--- src/design/wrp_pkg.sv ---
// ----------------------------------------------------------------------------
// wrp_pkg
// shared types and constants of the windowed repetition penalty block
// ----------------------------------------------------------------------------
`default_nettype none
package wrp_pkg;

	localparam logic [2:0] CFG_WINDOW_LENGTH    = 3'd0;
	localparam logic [2:0] CFG_VOCAB_IN_USE     = 3'd1;
	localparam logic [2:0] CFG_REPEAT_FACTOR    = 3'd2;
	localparam logic [2:0] CFG_PRESENCE_AMOUNT  = 3'd3;
	localparam logic [2:0] CFG_FREQUENCY_AMOUNT = 3'd4;

	localparam logic       KIND_UPDATE = 1'b0;
	localparam logic       KIND_ADJUST = 1'b1;

	localparam logic [15:0] ONE_Q12 = 16'd4096;

	typedef struct packed {
		logic               kind;
		logic [1:0]         stream;
		logic [11:0]        token;
		logic               end_of_step;
		logic signed [15:0] logit_in;
		logic               bad;
	} item_t;

	typedef struct packed {
		logic [8:0]         window_length;
		logic [15:0]        repeat_factor;
		logic signed [15:0] presence_amount;
		logic signed [15:0] frequency_amount;
	} cfg_t;

endpackage
`default_nettype wire

--- src/design/wrp_front.sv ---
// ----------------------------------------------------------------------------
// wrp_front
// input side: takes beats and flags rejected tokens and streams
// ----------------------------------------------------------------------------
`default_nettype none
module wrp_front import wrp_pkg::*; #(
	parameter int BATCH = 4,
	parameter int VOCAB = 4096
) (
	input  wire logic               in_valid,
	output logic                    in_ready,
	input  wire logic               kind,
	input  wire logic [1:0]         stream,
	input  wire logic [11:0]        token,
	input  wire logic               end_of_step,
	input  wire logic signed [15:0] logit_in,
	input  wire logic [12:0]        vocab_in_use,
	input  wire logic               clearing,
	input  wire logic               q_ready,
	output logic                    q_push,
	output item_t                   q_item
);

	logic tok_ok;
	logic str_ok;

	assign tok_ok   = (32'(token) < 32'(vocab_in_use)) && (32'(token) < VOCAB);
	assign str_ok   = 32'(stream) < BATCH;
	assign in_ready = q_ready && !clearing;
	assign q_push   = in_valid && in_ready;

	always_comb begin
		q_item.kind        = kind;
		q_item.stream      = stream;
		q_item.token       = token;
		q_item.end_of_step = end_of_step;
		q_item.logit_in    = logit_in;
		q_item.bad         = !(tok_ok && str_ok);
	end

endmodule
`default_nettype wire

--- config.mk ---
export PLATFORM = sky130hd
export DESIGN_NAME = wrp_front
export DESIGN_NICKNAME = d
export VERILOG_FILES = /design/src/design/wrp_pkg.sv /design/src/design/wrp_front.sv
export SDC_FILE = /design/constraint.sdc
export NUM_CORES = 1
export LEC_CHECK = 0
export ABC_AREA = 1
export BUFFER_PORTS_ARGS = -buffer_cell sky130_fd_sc_hd__buf_2
export CAP_MARGIN = 20
export CORE_MARGIN = 4
export CORE_UTILIZATION = 35
export DETAILED_ROUTE_END_ITERATION = 6
export PLACE_DENSITY = 0.91
export SYNTH_ARGS = -nofsm -noshare
export SYNTH_HDL_FRONTEND = slang
export SYNTH_SLANG_ARGS = --single-unit
--- constraint.sdc ---
create_clock -name vclk -period 1.3
set_clock_uncertainty 0.15 [all_clocks]
set_input_delay 0.065 -clock vclk [all_inputs]
set_output_delay 0.065 -clock vclk [all_outputs]
set_load 0.01 [all_outputs]
=== Yosys cells after proc, flatten, opt, wreduce, memory -nomap -nowiden ===
Cells that the tools add are included.
Widths: inputs -> output; s select.

* Magnitude comparators: 1
* Reduce and logical (&&, ||, !) cells: 4

{| class="wikitable"
|+ Operators by type and width
! operator !! count
|-
| $lt 12x13->1 || 1
|-
| $logic_and 1x1->1 || 2
|-
| $logic_not 1->1 || 2
|}

* Register bits: 0
* Input bits: 48
* Output and inout bits: 35
* Logic and storage cells: 5

=== Logic depth before layout (Yosys ltp) ===
* Depth in word-level cells: 3
* Mapped depth: 8
* Mapped depth without buffers: 8

=== Worst setup path after synthesis ===
No wires, ideal clock.

* Path type: input-to-output
* Start: in vocab_in_use[8]
* End: out q_item[0] in the netlist's numbering
* Arrival: 0.767 ns
* Required time: 1.085 ns
* Path slack: 0.318 ns
* Stages: 8
* Path buffers: 0
* Cells stage by stage: inv_1 ha_1 nand2_1 inv_1 nand2_1 nand2_1 a21oi_1 nand2_1

{| class="wikitable"
|+ RTL lines
! what !! RTL line !! RTL
|-
| start, declared || wrp_front.sv:17 || <nowiki>input wire logic [12:0] vocab_in_use,</nowiki>
|-
| end, declared || wrp_front.sv:21 || <nowiki>output item_t q_item</nowiki>
|}

==> results by group <==
Setup path
  • Crit path from: token[6]
  • Ordered list of cells on the worst path: buf_2, ha_1, nand2_1, nand2_1, nand2_1, nand2_1, a21oi_2, nand2_1, buf_2
  • Cell family with most CP delay: adder cells
  • Buf+Inv Stages, Crit Path: 2
  • Endpoint class of the critical path: primary output
  • Most common cell on crit path: nand2_1
  • CP max stage delay: 310 ps
  • Critical Path Fanout Max: 2
  • Slowest stage cell, crit path: ha_1
  • CP Class: input pin to primary output
  • Levels on crit path: 9
  • Worst EP required: 1090 ps
  • Critical path arrival: 1020 ps
  • Setup crit end: q_item[0]
  • Type of origin of the critical path: input pin

GRT
  • Initial antenna violation count: 0
  • Vias in the first global route: 576
  • Gr ovfl total: 0
  • Global-route wire length before repair: 2.37 mm
  • Largest net degree at the start of global routing: 4
  • Gr usage total: 11.4%

Layout
  • Most frequent cells in the layout: buf_2, nand2_1, dlygate4sd3_1
  • Layout Nets: 187
  • Most common cell after layout, fill and taps aside: buf_2
  • ANT cells: 0
  • FFs & Latches: 0
  • Synth-to-layout area growth: 45.1%
  • CLK BUF: 0
  • Layout cells sized above 1: 44.4%
  • FF/Latch Area: 0 um^2
  • Finished Layout Cells: 142

Synthesis
  • Synth Area in XOR/XNOR: 0%
  • Area leader, netlist: buf_4
  • Main combinational cell family by area after synthesis: buffers and inverters
  • Syn avg cell area: 6.24 um^2
  • Synth Area in Simple Gates: 21.1%
  • Synth cell types: 11
  • Syn Nets: 154
  • Synth top area cells: buf_4, ha_1, inv_1, nand2_1, a21oi_1
  • Top cell type's share of synthesized area: 40.5%
  • Syn Std Cell Area: 593 um^2
  • Synth warn: 0
  • Adder-Cell Fraction of Synth Area: 23.2%
  • Post-synthesis compound-gate area fraction: 2.53%
  • Synthesized netlist cell count: 95
  • Register area share after synthesis: 0%
  • Post-synthesis mux area share: 0%

Routing
  • DR iter-0 viols: 0
  • Post-DRT Antenna Nets: 0
  • Detailed-route via count: 623
  • DR vias/cell: 4.39
  • Drt total wl: 1.42 mm
  • DRC viols: 0
  • Wirelength per Cell: 10.0 um
  • 1st-pass router iterations: 1

Clock tree
  • Setup Buffers After CTS: 0

Die
  • Core area: 1560 um^2
  • Die height: 49.2 um
  • Initial Util: 38.0%
  • # IOs: 83
  • Num rows: 14
  • Die area: 2420 um^2
  • Die width: 49.2 um

Timing
  • F_max: 811 MHz
  • Final Hold Vio Count: 0
  • Final min period: 1230 ps
  • Slew @ Worst Pin: 185 ps
  • Relative slew slack: 87.6%
  • Fin crit share: 94.8%
  • Setup violations, final: 0
  • Final count of pins violating max slew: 0

Place
  • GPL Wtd Cong: 0.662
  • Final HPWL DP: 1.00 mm
  • Post-Place Cells: 122
  • # port buffers: 43

Power and ir drop
  • Clock group share of total power: 0%
  • Power per cell area: 320 nW/um^2
  • Worst VDD drop: 141 uV
  • Total chip power: 0.275 mW
  • P_leak: 0.521 nW
  • Seq pwr share: 0%
  • Net switching power: 0.134 mW
  • Internal: 0.142 mW
  • Sw Share: 48.5%
  • Gate power share: 100.0%

Job
  • Max-cap violations: 0

Min path
  • Worst Hold Class: input pin to primary output

Run status
  • Status: complete, no violations
## worst min-delay path by stage
stage                           start    endpoint  slack (ps)  cells after the start
after global placement    logit_in[3]   q_item[4]         -20                      0
after detailed placement  logit_in[3]   q_item[4]         -20                      0
final                        token[0]  q_item[18]         180                      2
after floorplan              clearing    in_ready          30                      1
after CTS                    token[0]  q_item[18]         180                      2
after global routing         token[0]  q_item[18]         190                      2
## per-layer routing
layer	global-route usage, %	vias up	part of all wire (%)
met4	0	0	0
li1	-	317	-
met1	12.7	255	32
met5	0	-	0
met3	1.83	0	14
met2	23.2	51	54
## power by group through the flow
stage          combinational (mW)  sequential [mW]  clock (mW)
2_1_floorplan               0.181                0           0
3_3_place_gp                0.168                0           0
3_5_place_dp                0.175                0           0
4_1_cts                     0.246                0           0
5_1_grt                     0.313                0           0
6_report                    0.275                0           0
## metrics by stage
stage / area (um^2) / hold slack (ps) / utilization, % / worst slack (ps) / setup TNS [ps]
floorplan: 593 / 27.5 / - / 318 / 0
global placement: 588 / -19.9 / 37.7 / 93.1 / 0
detailed placement: 588 / -19.9 / 37.7 / 60.6 / 0
CTS: 788 / 183 / 50.6 / 61.7 / 0
global route: 861 / 190 / 55.2 / -8.35 / -8.35
finish: 861 / 181 / 55.2 / 67.4 / 0
## cell usage after synthesis
library cell	n
ha_1	11
a21oi_1	3
nor2_2	1
nand3_1	2
nand2_1	20
nor3b_1	1
buf_4	32
nor3_1	1
inv_1	20
nand3_2	1
nor2_1	3
## area by class of cell
class	count	area, um^2
tap	16	20.0
inverter	20	77.6
timing repair buffer	63	418
multi-input combinational	43	345
fill	146	698
## cell families (layout without fill, tap and decap cells)
kind of cell	after synthesis	after routing
AO/OA/AOI/OAI	3	3
adder cells (fa/ha/maj)	11	11
buffers and inverters	52	83
AND/OR/NAND/NOR	29	29
## repair_timing
action / CTS / global route
hold buffers: 20 / 0
endpoints found under the hold margin: 20 / 0
setup endpoints to repair: 0 / 1
gates resized for setup: 0 / 14
Note: power is estimated with default switching activity, not from simulation.
