File: src/design/wrp_pkg.sv
// ----------------------------------------------------------------------------
// wrp_pkg
// shared types and constants of the windowed repetition penalty block
// ----------------------------------------------------------------------------
`default_nettype none
package wrp_pkg;

	localparam logic [2:0] CFG_WINDOW_LENGTH    = 3'd0;
	localparam logic [2:0] CFG_VOCAB_IN_USE     = 3'd1;
	localparam logic [2:0] CFG_REPEAT_FACTOR    = 3'd2;
	localparam logic [2:0] CFG_PRESENCE_AMOUNT  = 3'd3;
	localparam logic [2:0] CFG_FREQUENCY_AMOUNT = 3'd4;

	localparam logic       KIND_UPDATE = 1'b0;
	localparam logic       KIND_ADJUST = 1'b1;

	localparam logic [15:0] ONE_Q12 = 16'd4096;

	typedef struct packed {
		logic               kind;
		logic [1:0]         stream;
		logic [11:0]        token;
		logic               end_of_step;
		logic signed [15:0] logit_in;
		logic               bad;
	} item_t;

	typedef struct packed {
		logic [8:0]         window_length;
		logic [15:0]        repeat_factor;
		logic signed [15:0] presence_amount;
		logic signed [15:0] frequency_amount;
	} cfg_t;

endpackage
`default_nettype wire

File: src/design/wrp_queue.sv
// ----------------------------------------------------------------------------
// wrp_queue
// two-entry queue between the input side and the sequencer
// ----------------------------------------------------------------------------
`default_nettype none
module wrp_queue import wrp_pkg::*; (
	input  wire logic  clk,
	input  wire logic  arst_n,
	input  wire logic  push,
	input  wire item_t push_item,
	output logic       ready,
	input  wire logic  pop,
	output logic       head_valid,
	output item_t      head
);

	item_t      ent_q [2];
	logic       wr_ptr_q;
	logic       rd_ptr_q;
	logic [1:0] cnt_q;

	assign ready      = cnt_q != 2'd2;
	assign head_valid = cnt_q != 2'd0;
	assign head       = ent_q[rd_ptr_q];

	always_ff @(posedge clk) begin
		if (push) begin
			ent_q[wr_ptr_q] <= push_item;
		end
	end

	always_ff @(posedge clk or negedge arst_n) begin
		if (!arst_n) begin
			wr_ptr_q <= 1'b0;
			rd_ptr_q <= 1'b0;
			cnt_q    <= 2'd0;
		end else begin
			if (push) wr_ptr_q <= !wr_ptr_q;
			if (pop) rd_ptr_q <= !rd_ptr_q;
			if (push && !pop) cnt_q <= cnt_q + 2'd1;
			else if (pop && !push) cnt_q <= cnt_q - 2'd1;
		end
	end

endmodule
`default_nettype wire

File: config.mk
export PLATFORM = sky130hd
export DESIGN_NAME = wrp_queue
export DESIGN_NICKNAME = d
export VERILOG_FILES = /design/src/design/wrp_pkg.sv /design/src/design/wrp_queue.sv
export SDC_FILE = /design/constraint.sdc
export NUM_CORES = 1
export LEC_CHECK = 0
export ABC_AREA = 1
export BUFFER_PORTS_ARGS = -buffer_cell sky130_fd_sc_hd__buf_2
export CAP_MARGIN = 25
export CORE_MARGIN = 2
export CORE_UTILIZATION = 50
export CTS_BUF_LIST = sky130_fd_sc_hd__clkbuf_2
export DETAILED_ROUTE_END_ITERATION = 8
export PLACE_DENSITY = 0.74
export SYNTH_ARGS = -nofsm -noshare
export SYNTH_HDL_FRONTEND = slang
export SYNTH_SLANG_ARGS = --single-unit
File: constraint.sdc
create_clock -name clk -period 3.8 [get_ports clk]
set_input_delay 0.76 -clock clk [delete_from_list [all_inputs] [get_ports clk]]
set_output_delay 0.76 -clock clk [all_outputs]
set_load 0.01 [all_outputs]
; Word level (Yosys, flattened, before mapping)
; Memories as Yosys holds them, arrays and structs flattened.
; Cells that the tools add are included.
[totals]
input_bits = 37
register_bits = 4
ramBits = 66
wordCells = 19
output_inout_bits = 35
memories = 1
[classes]
n_eq_ne = 1
n_reduce_logical = 8
n_mux = 4
add_sub_neg = 2
[mem_list]
columns = memory, depth, word_bits, rd, rd_ports_with_merged_regs, wr, line
row1 = ent_q, 2, 33, 1, 0, 1, wrp_queue.sv:17  ; item_t ent_q [2];
[op_table]
columns = op, count
row1 = $logic_not 1->1, 4
row2 = $mux 2, 2
row3 = $reduce_bool 2->1, 2
row4 = $add 2x1->2 const B, 1
row5 = $logic_and 1x1->1, 2
row6 = $mux 1, 2
row7 = $ne 2x2->1 const B, 1
row8 = $sub 2x1->2 const B, 1

; Logic depth before layout (Yosys ltp)
; Gate-level depths: netlist of run 1.
[depth]
depth_word = 4
mapped_depth = 7
ltp_nobuf = 7

; Worst setup path before layout of run 1
; Ideal clock, no wire load.
[synth_timing]
path_kind = input -> register
startpoint = input push
endpoint = memory ent_q[0][0] (netlist bit) (enable)
stages = 2
n_path_buf = 0
arrival_time_ps = 2191
setup_time_ps = 424
slack_ps = 1185
t_required_ps = 3376
path_cell_list = inv_1 nor2_1
[synth_between]
elab_chain_len = 2
[synth_rtl]
columns = item, line
row1 = start: declaration, wrp_queue.sv:9  ; input wire logic push,
row2 = $mux 1, wrp_queue.sv:27  ; if (push) begin
row3 = $mux 1 (not written as such), wrp_queue.sv:28  ; ent_q[wr_ptr_q] <= push_item;
row4 = end: declaration, wrp_queue.sv:17
; No other way between the ends.

==> results.sh, run 1 <==
export IMPL_fin_tns_setup_ps=0
export IMPL_nNetsFinal=246
export IMPL_portBuffers=71
export IMPL_clock_latency_ps=450
export IMPL_row_count=26
export IMPL_fin_crit_sh_pct=69.6
export IMPL_fp_dieH_um=78.0
export IMPL_finClkSkew_ps=14.8
export IMPL_htree_levels=3
export IMPL_grt_met1_usage_pct=17.5
export IMPL_syn_inst=128
export IMPL_hold_path_class="in -> async"
export IMPL_p_seq_share_pct=48.3
export IMPL_cts_clk_slew_worst_paths_ps=170
export IMPL_antenna_found_initial=0
export IMPL_slew_violations=0
export IMPL_final_cell_mix="buf_2, edfxtp_1, mux2_4"
export IMPL_required_ps=3040
export IMPL_die_area_um2=6090
export IMPL_cts_tree="done"
export IMPL_place_congestion=0.698
export IMPL_first_pass_iters=4
export IMPL_ir_worst_vdd_v=0.000606
export IMPL_drtAntennaViolNets=0
export IMPL_pre_cts_ws_ps=1410
export IMPL_setup_viol=0
export IMPL_max_slew_worst_pin_slew_ps=961
export IMPL_power_density_nw_per_um2=705
export IMPL_cts_buffers=9
export IMPL_hold_viol=0
export IMPL_syn_nets=166
export IMPL_core_area_um2=5200
export IMPL_grt_remaining_overflow=0
export IMPL_cap_violations=0
export IMPL_start_util_pct=52.6
export IMPL_diodes=0
export IMPL_avgSynthCellArea_um2=21.4
export IMPL_drcViolationCount=0
export IMPL_worstReg2RegStart="wr_ptr_q$_DFFE_PN0P_"
export IMPL_relSlewSlack_pct=35.8
export IMPL_p_comb_share_pct=32.0
export IMPL_start_kind="flop"
export IMPL_postCtsSetupBuffers=0
export IMPL_cts_root_buf="clkbuf_2"
export IMPL_clk_path_buf_depth=2
export IMPL_fin_area_um2=3280
export IMPL_outcome="completed"
export IMPL_worst_slack_ps=1160
export IMPL_p_leak_nw=1.37
export IMPL_drtIter0Drc=90
export IMPL_switching_share_pct=28.7
export IMPL_grt_pass1_vias=1389
export IMPL_cts_hold_buffers=0
export IMPL_grt_usage_pct=14.9
export IMPL_ys_warn_count=0
export IMPL_drt_wl_total_um=4260
export IMPL_avgViaCountPerCell=4.81
export IMPL_grt_pass1_wl_um=6600
export IMPL_cts_sinks=70
export IMPL_syn2layout_area_growth_pct=19.6
export IMPL_ys_ff_latch=70
export IMPL_p_clk_share_pct=19.7
export IMPL_p_sw_w=0.000664
export IMPL_rsz0062_at_grt="no"
export IMPL_ios=72
export IMPL_via_count=1362
export IMPL_die_w_um=78.0
export IMPL_drive_gt1_share_pct=57.7
export IMPL_placed_area_um2=3130
export IMPL_hpwl_um=2910
export IMPL_busiest_layer="met2"
export IMPL_grt_max_degree=35
export IMPL_crit_path_end_kind="output port"
export IMPL_p_int_w=0.00165
export IMPL_arrival_ps=1880
export IMPL_worstSetupStartpoint="rd_ptr_q$_DFFE_PN0P_"
export IMPL_worstSetupPathType="reg -> out"
export IMPL_cp_max_fo=22
export IMPL_cts_resized=0
export IMPL_grtUsageMet2_pct=25.1
export IMPL_ys_seq_area_share_pct=76.0
export IMPL_wl_per_cell_um=15.0
export IMPL_fmax_ghz=0.378
export IMPL_final_common_cell="buf_2"
export IMPL_synth_distinct_cells=14
export IMPL_syn_cell_area_um2=2740
export IMPL_grt_use_met3_pct=3.68
export IMPL_layout_min_cycle_time_ps=2640
[metal layers]
| layer | part of all wire (%) | vias to the layer above |
|---|---|---|
| met5 | 0 | - |
| met3 | 5.9 | 7 |
| met1 | 40 | 655 |
| li1 | - | 648 |
| met4 | 1.4 | 0 |
| met2 | 52 | 52 |
[sequential cells by signal, indices dropped and copies added, names as in the netlist]
name	cells
ent_q	66
cnt_q	2
rd_ptr_q	1
wr_ptr_q	1
[cell usage after synthesis]
cell type  instances  area [µm²]
nand2_1            7        26.3
mux2_4            29         435
buf_12             3        60.1
nand3_1            1        5.00
nand4_1            1        6.26
dfrtp_1            4         100
xnor2_1            1        8.76
buf_6              1        11.3
inv_1              7        26.3
nor2_1             1        3.75
xor2_1             2        17.5
mux2_2             4        45.0
ha_1               1        12.5
edfxtp_1          66        1980
[power by group through the flow]
stage / logic, W / registers, W / clock network, W
after floorplan: 0.000609 / 0.00108 / 0
after global placement: 0.000668 / 0.00118 / 0
after global routing: 0.000795 / 0.00113 / 0.000503
after detailed placement: 0.000685 / 0.00119 / 0
after CTS: 0.000687 / 0.00118 / 0.000468
final: 0.000740 / 0.00112 / 0.000455
[stage by stage]
stage          instances  util [%]  power [W]  hold slack (ps)
6_report             283      63.0    0.00231             77.3
4_1_cts              282      62.6    0.00233             19.8
5_1_grt              283      63.0    0.00243             20.5
3_3_place_gp         266      60.1    0.00184              477
3_5_place_dp         266      60.1    0.00188              506
2_1_floorplan        128         -    0.00169              462
[logic make-up (layout without fill, tap and decap cells)]
logic type    Yosys count  count (layout)  share of synthesized area [%]
xor+xnor                3               3                          0.959
fa+ha+maj               1               1                          0.457
buf+inv                11              96                           3.56
flops                  70              70                           76.0
mux                    33              33                           17.5
simple gates           10              10                           1.51
[area by class of cell]
| type | count | area (µm²) |
|---|---|---|
| Multi-Input combinational cell | 47 | 568 |
| Timing Repair Buffer | 73 | 383 |
| Tap cell | 70 | 87.6 |
| Inverter | 7 | 26.3 |
| Sequential cell | 70 | 2080 |
| Clock buffer | 11 | 55.1 |
| Clock inverter | 5 | 73.8 |
| Fill cell | 394 | 1930 |
[path summary, 6_finish.rpt]
check	slack, ps	cells after the start	end
setup / recovery	1160	3	head[29]
hold / removal	80	1	cnt_q[1]$_DFFE_PN0P_
setup reg to reg	1990	3	ent_q[1][6]$_DFFE_PP_
hold reg to reg	520	1	cnt_q[0]$_DFFE_PN0P_
max in group asynchronous	3590	1	rd_ptr_q$_DFFE_PN0P_
min in group clk	470	1	ent_q[1][21]$_DFFE_PP_
[critical path: stages (launching register included)]
cell and delay, ps:
dfrtp_2 670, buf_12 260, mux2_2 360, buf_2 140
No activity file was read; power rests on OpenSTA's default activity.
==> run 2: changes to the inputs <==
- ABC_AREA: 1 -> 0
- CORE_UTILIZATION: 50 -> 49
- PLACE_DENSITY: 0.74 -> 0.76
- clock period: 3.8 -> 2.4 ns (I/O delays scaled with it)
==> run 2 against run 1 <==
Via count is 1.8% lower. Flip-flop and latch count stayed put. Critical path depth stayed put. Critical path type unchanged. Highest routed layer unchanged.
==> results.sh, run 2 <==
export IMPL_outcome="completed"
export IMPL_grt_usage_pct=15.6
export IMPL_clock_latency_ps=490
export IMPL_largest_register_ffs=66
export IMPL_worst_path_max_delay_cell="dfrtp_4"
export IMPL_cap_violations=0
export IMPL_ff_latch_area_um2=2090
export IMPL_syn_inst=119
export IMPL_fmax_ghz=0.461
export IMPL_drcViolationCount=0
export IMPL_start_kind="flop"
export IMPL_cts_buffers=9
export IMPL_synth_distinct_cells=15
export IMPL_layout_min_cycle_time_ps=2170
export IMPL_syn2layout_area_growth_pct=22.6
export IMPL_ir_worst_vdd_v=0.000839
export IMPL_nNetsFinal=242
export IMPL_cts_root_buf="clkbuf_2"
export IMPL_cts_clk_slew_worst_paths_ps=190
export IMPL_p_clk_share_pct=19.9
export IMPL_final_common_cell="buf_2"
export IMPL_drive_gt1_share_pct=61.2
export IMPL_yosysMostFrequentCell="edfxtp_1"
export IMPL_slowest_delay_ps=570
export IMPL_grt_pass1_vias=1433
export IMPL_top_regs="ent_q (66), cnt_q (2)"
export IMPL_synth_top_cell_area_share_pct=72.8
export IMPL_clk_path_buf_depth=2
export IMPL_rsz0062_at_grt="no"
export IMPL_worstSetupPathType="reg -> out"
export IMPL_drt_wl_total_um=4540
export IMPL_fin_tns_setup_ps=0
export IMPL_synth_edf_count=66
export IMPL_async_flop_share_pct=5.71
export IMPL_fin_cells=281
export IMPL_power_density_nw_per_um2=1130
export IMPL_wl_per_cell_um=16.1
export IMPL_largest_register="ent_q"
export IMPL_hold_path_class="in -> reg"
export IMPL_yosys_area_top_type="edfxtp_1"
export IMPL_first_pass_iters=4
export IMPL_max_slew_worst_pin_slew_ps=446
export IMPL_diodes=0
export IMPL_cp_max_fo=16
export IMPL_synth_area_leaders="edfxtp_1, mux2_4, dfrtp_1"
export IMPL_synthFlopType="edfxtp_1"
export IMPL_syn_nets=157
export IMPL_avgSynthCellArea_um2=22.9
export IMPL_die_w_um=78.5
export IMPL_crit_path_end_kind="output port"
export IMPL_slew_violations=0
export IMPL_row_count=27
export IMPL_finClkSkew_ps=10.9
export IMPL_fin_crit_sh_pct=90.4
export IMPL_p_int_w=0.00268
export IMPL_avgViaCountPerCell=4.76
export IMPL_via_count=1338
export IMPL_ios=72
export IMPL_grt_remaining_overflow=0
export IMPL_multi_input_area_um2=573
export IMPL_place_congestion=0.631
export IMPL_required_ps=1920
export IMPL_start_util_pct=50.1
export IMPL_ys_warn_count=0
export IMPL_dpl_cell_count=262
export IMPL_crit_path_cell_trace="buf_12, mux2_4, buf_2"
export IMPL_core_area_um2=5440
export IMPL_arrival_ps=1690
export IMPL_ys_seq_area_share_pct=76.5
export IMPL_portBuffers=71
export IMPL_p_leak_nw=1.38
export IMPL_ys_ff_latch=70
export IMPL_setup_viol=0
export IMPL_final_fill_count=403
export IMPL_relSlewSlack_pct=70.2
export IMPL_die_area_um2=6170
export IMPL_fp_dieH_um=78.5
export IMPL_final_cell_mix="buf_2, edfxtp_1, mux2_4"
export IMPL_p_comb_share_pct=34.2
export IMPL_antenna_found_initial=0
export IMPL_hpwl_um=3120
export IMPL_drtIter0Drc=44
export IMPL_hold_viol=0
export IMPL_switching_share_pct=29.1
export IMPL_syn_cell_area_um2=2720
export IMPL_cts_tree="done"
export IMPL_grt_pass1_wl_um=6890
export IMPL_p_seq_share_pct=45.9
export IMPL_grt_max_degree=21
export IMPL_ys_top_cells_by_count="edfxtp_1, mux2_4, dfrtp_1, mux2_2, xor2_1"
export IMPL_drtAntennaViolNets=0
export IMPL_p_sw_w=0.00110
export IMPL_htree_levels=3
export IMPL_cts_sinks=70
## run 2: cell types whose count changed after synthesis
cell      delta
nand2_1      -7
inv_1        -6
xor2_1       +2
and2_1       +1
nand2b_1     +1
nand3_1      -1
nand4_1      -1
nor2b_1      +1
or2_2        +1
## run 2: what timing repair did
item	4_1_cts	5_1_grt
gates resized for setup	1	0
buffers inserted	0	2
hold endpoints to repair	4	0
setup endpoints to repair	16	16
hold buffers	1	0
## run 2: path summary, 6_finish.rpt
check	start	endpoint	slack, ps	cells after the start
max in group asynchronous	arst_n	rd_ptr_q$_DFFE_PN0P_	1980	2
worst max register to register	wr_ptr_q$_DFFE_PN0P_	ent_q[0][14]$_DFFE_PP_	1020	2
worst max-delay path	rd_ptr_q$_DFFE_PN0P_	head[9]	230	3
worst min register to register	cnt_q[1]$_DFFE_PN0P_	cnt_q[1]$_DFFE_PN0P_	520	1
min in group asynchronous	arst_n	cnt_q[0]$_DFFE_PN0P_	290	2
worst min-delay path	pop	rd_ptr_q$_DFFE_PN0P_	150	2
## run 2: per-stage QoR
step	utilization, %	setup slack [ps]	power, W	cell area [µm²]	hold slack, ps
finish	61.4	231	0.00378	3340	152
CTS	60.8	14.0	0.00376	3310	119
floorplan	-	2.63	0.00268	2720	184
detailed placement	58.1	471	0.00302	3160	292
global route	61.4	147	0.00397	3340	86.0
global placement	58.1	509	0.00297	3160	286
## run 2: area by class of cell
cell class | count | area share (%)
well taps | 72 | 2.70
clock inverters | 6 | 2.59
multi-input cells | 44 | 17.2
inverters | 1 | 0.112
clock buffers | 10 | 1.50
repair buffers | 78 | 13.4
flip-flops and latches | 70 | 62.5
## run 2: logic make-up after synthesis
family	Yosys count	synth area share (%)
flip-flops	70	76.5
multiplexers	33	17.6
XOR/XNOR	5	1.61
buffers and inverters	5	2.76
AND/OR/NAND/NOR	5	1.06
adder cells (fa/ha/maj)	1	0.459
## run 2: power by group through the flow
stage	clock, W	sequential (W)	combinational (W)
detailed placement	0	0.00182	0.00119
CTS	0.000770	0.00180	0.00120
floorplan	0	0.00172	0.000959
finish	0.000754	0.00174	0.00129
global route	0.000833	0.00176	0.00137
global placement	0	0.00180	0.00117
## run 2: metal layers
metal  global-route usage [%]  vias up  routed length (µm)
met4                     5.79        0                  56
met3                     7.36        6                 241
met5                        0        -                   0
met2                     26.6       44                2410
met1                     17.0      657                1830
li1                         -      631                   -
## run 2: critical path: cells and delay by family (launching register included)
family	cells	cell delay, ps
buffers and inverters	2	320
flip-flops	1	570
multiplexers	1	310
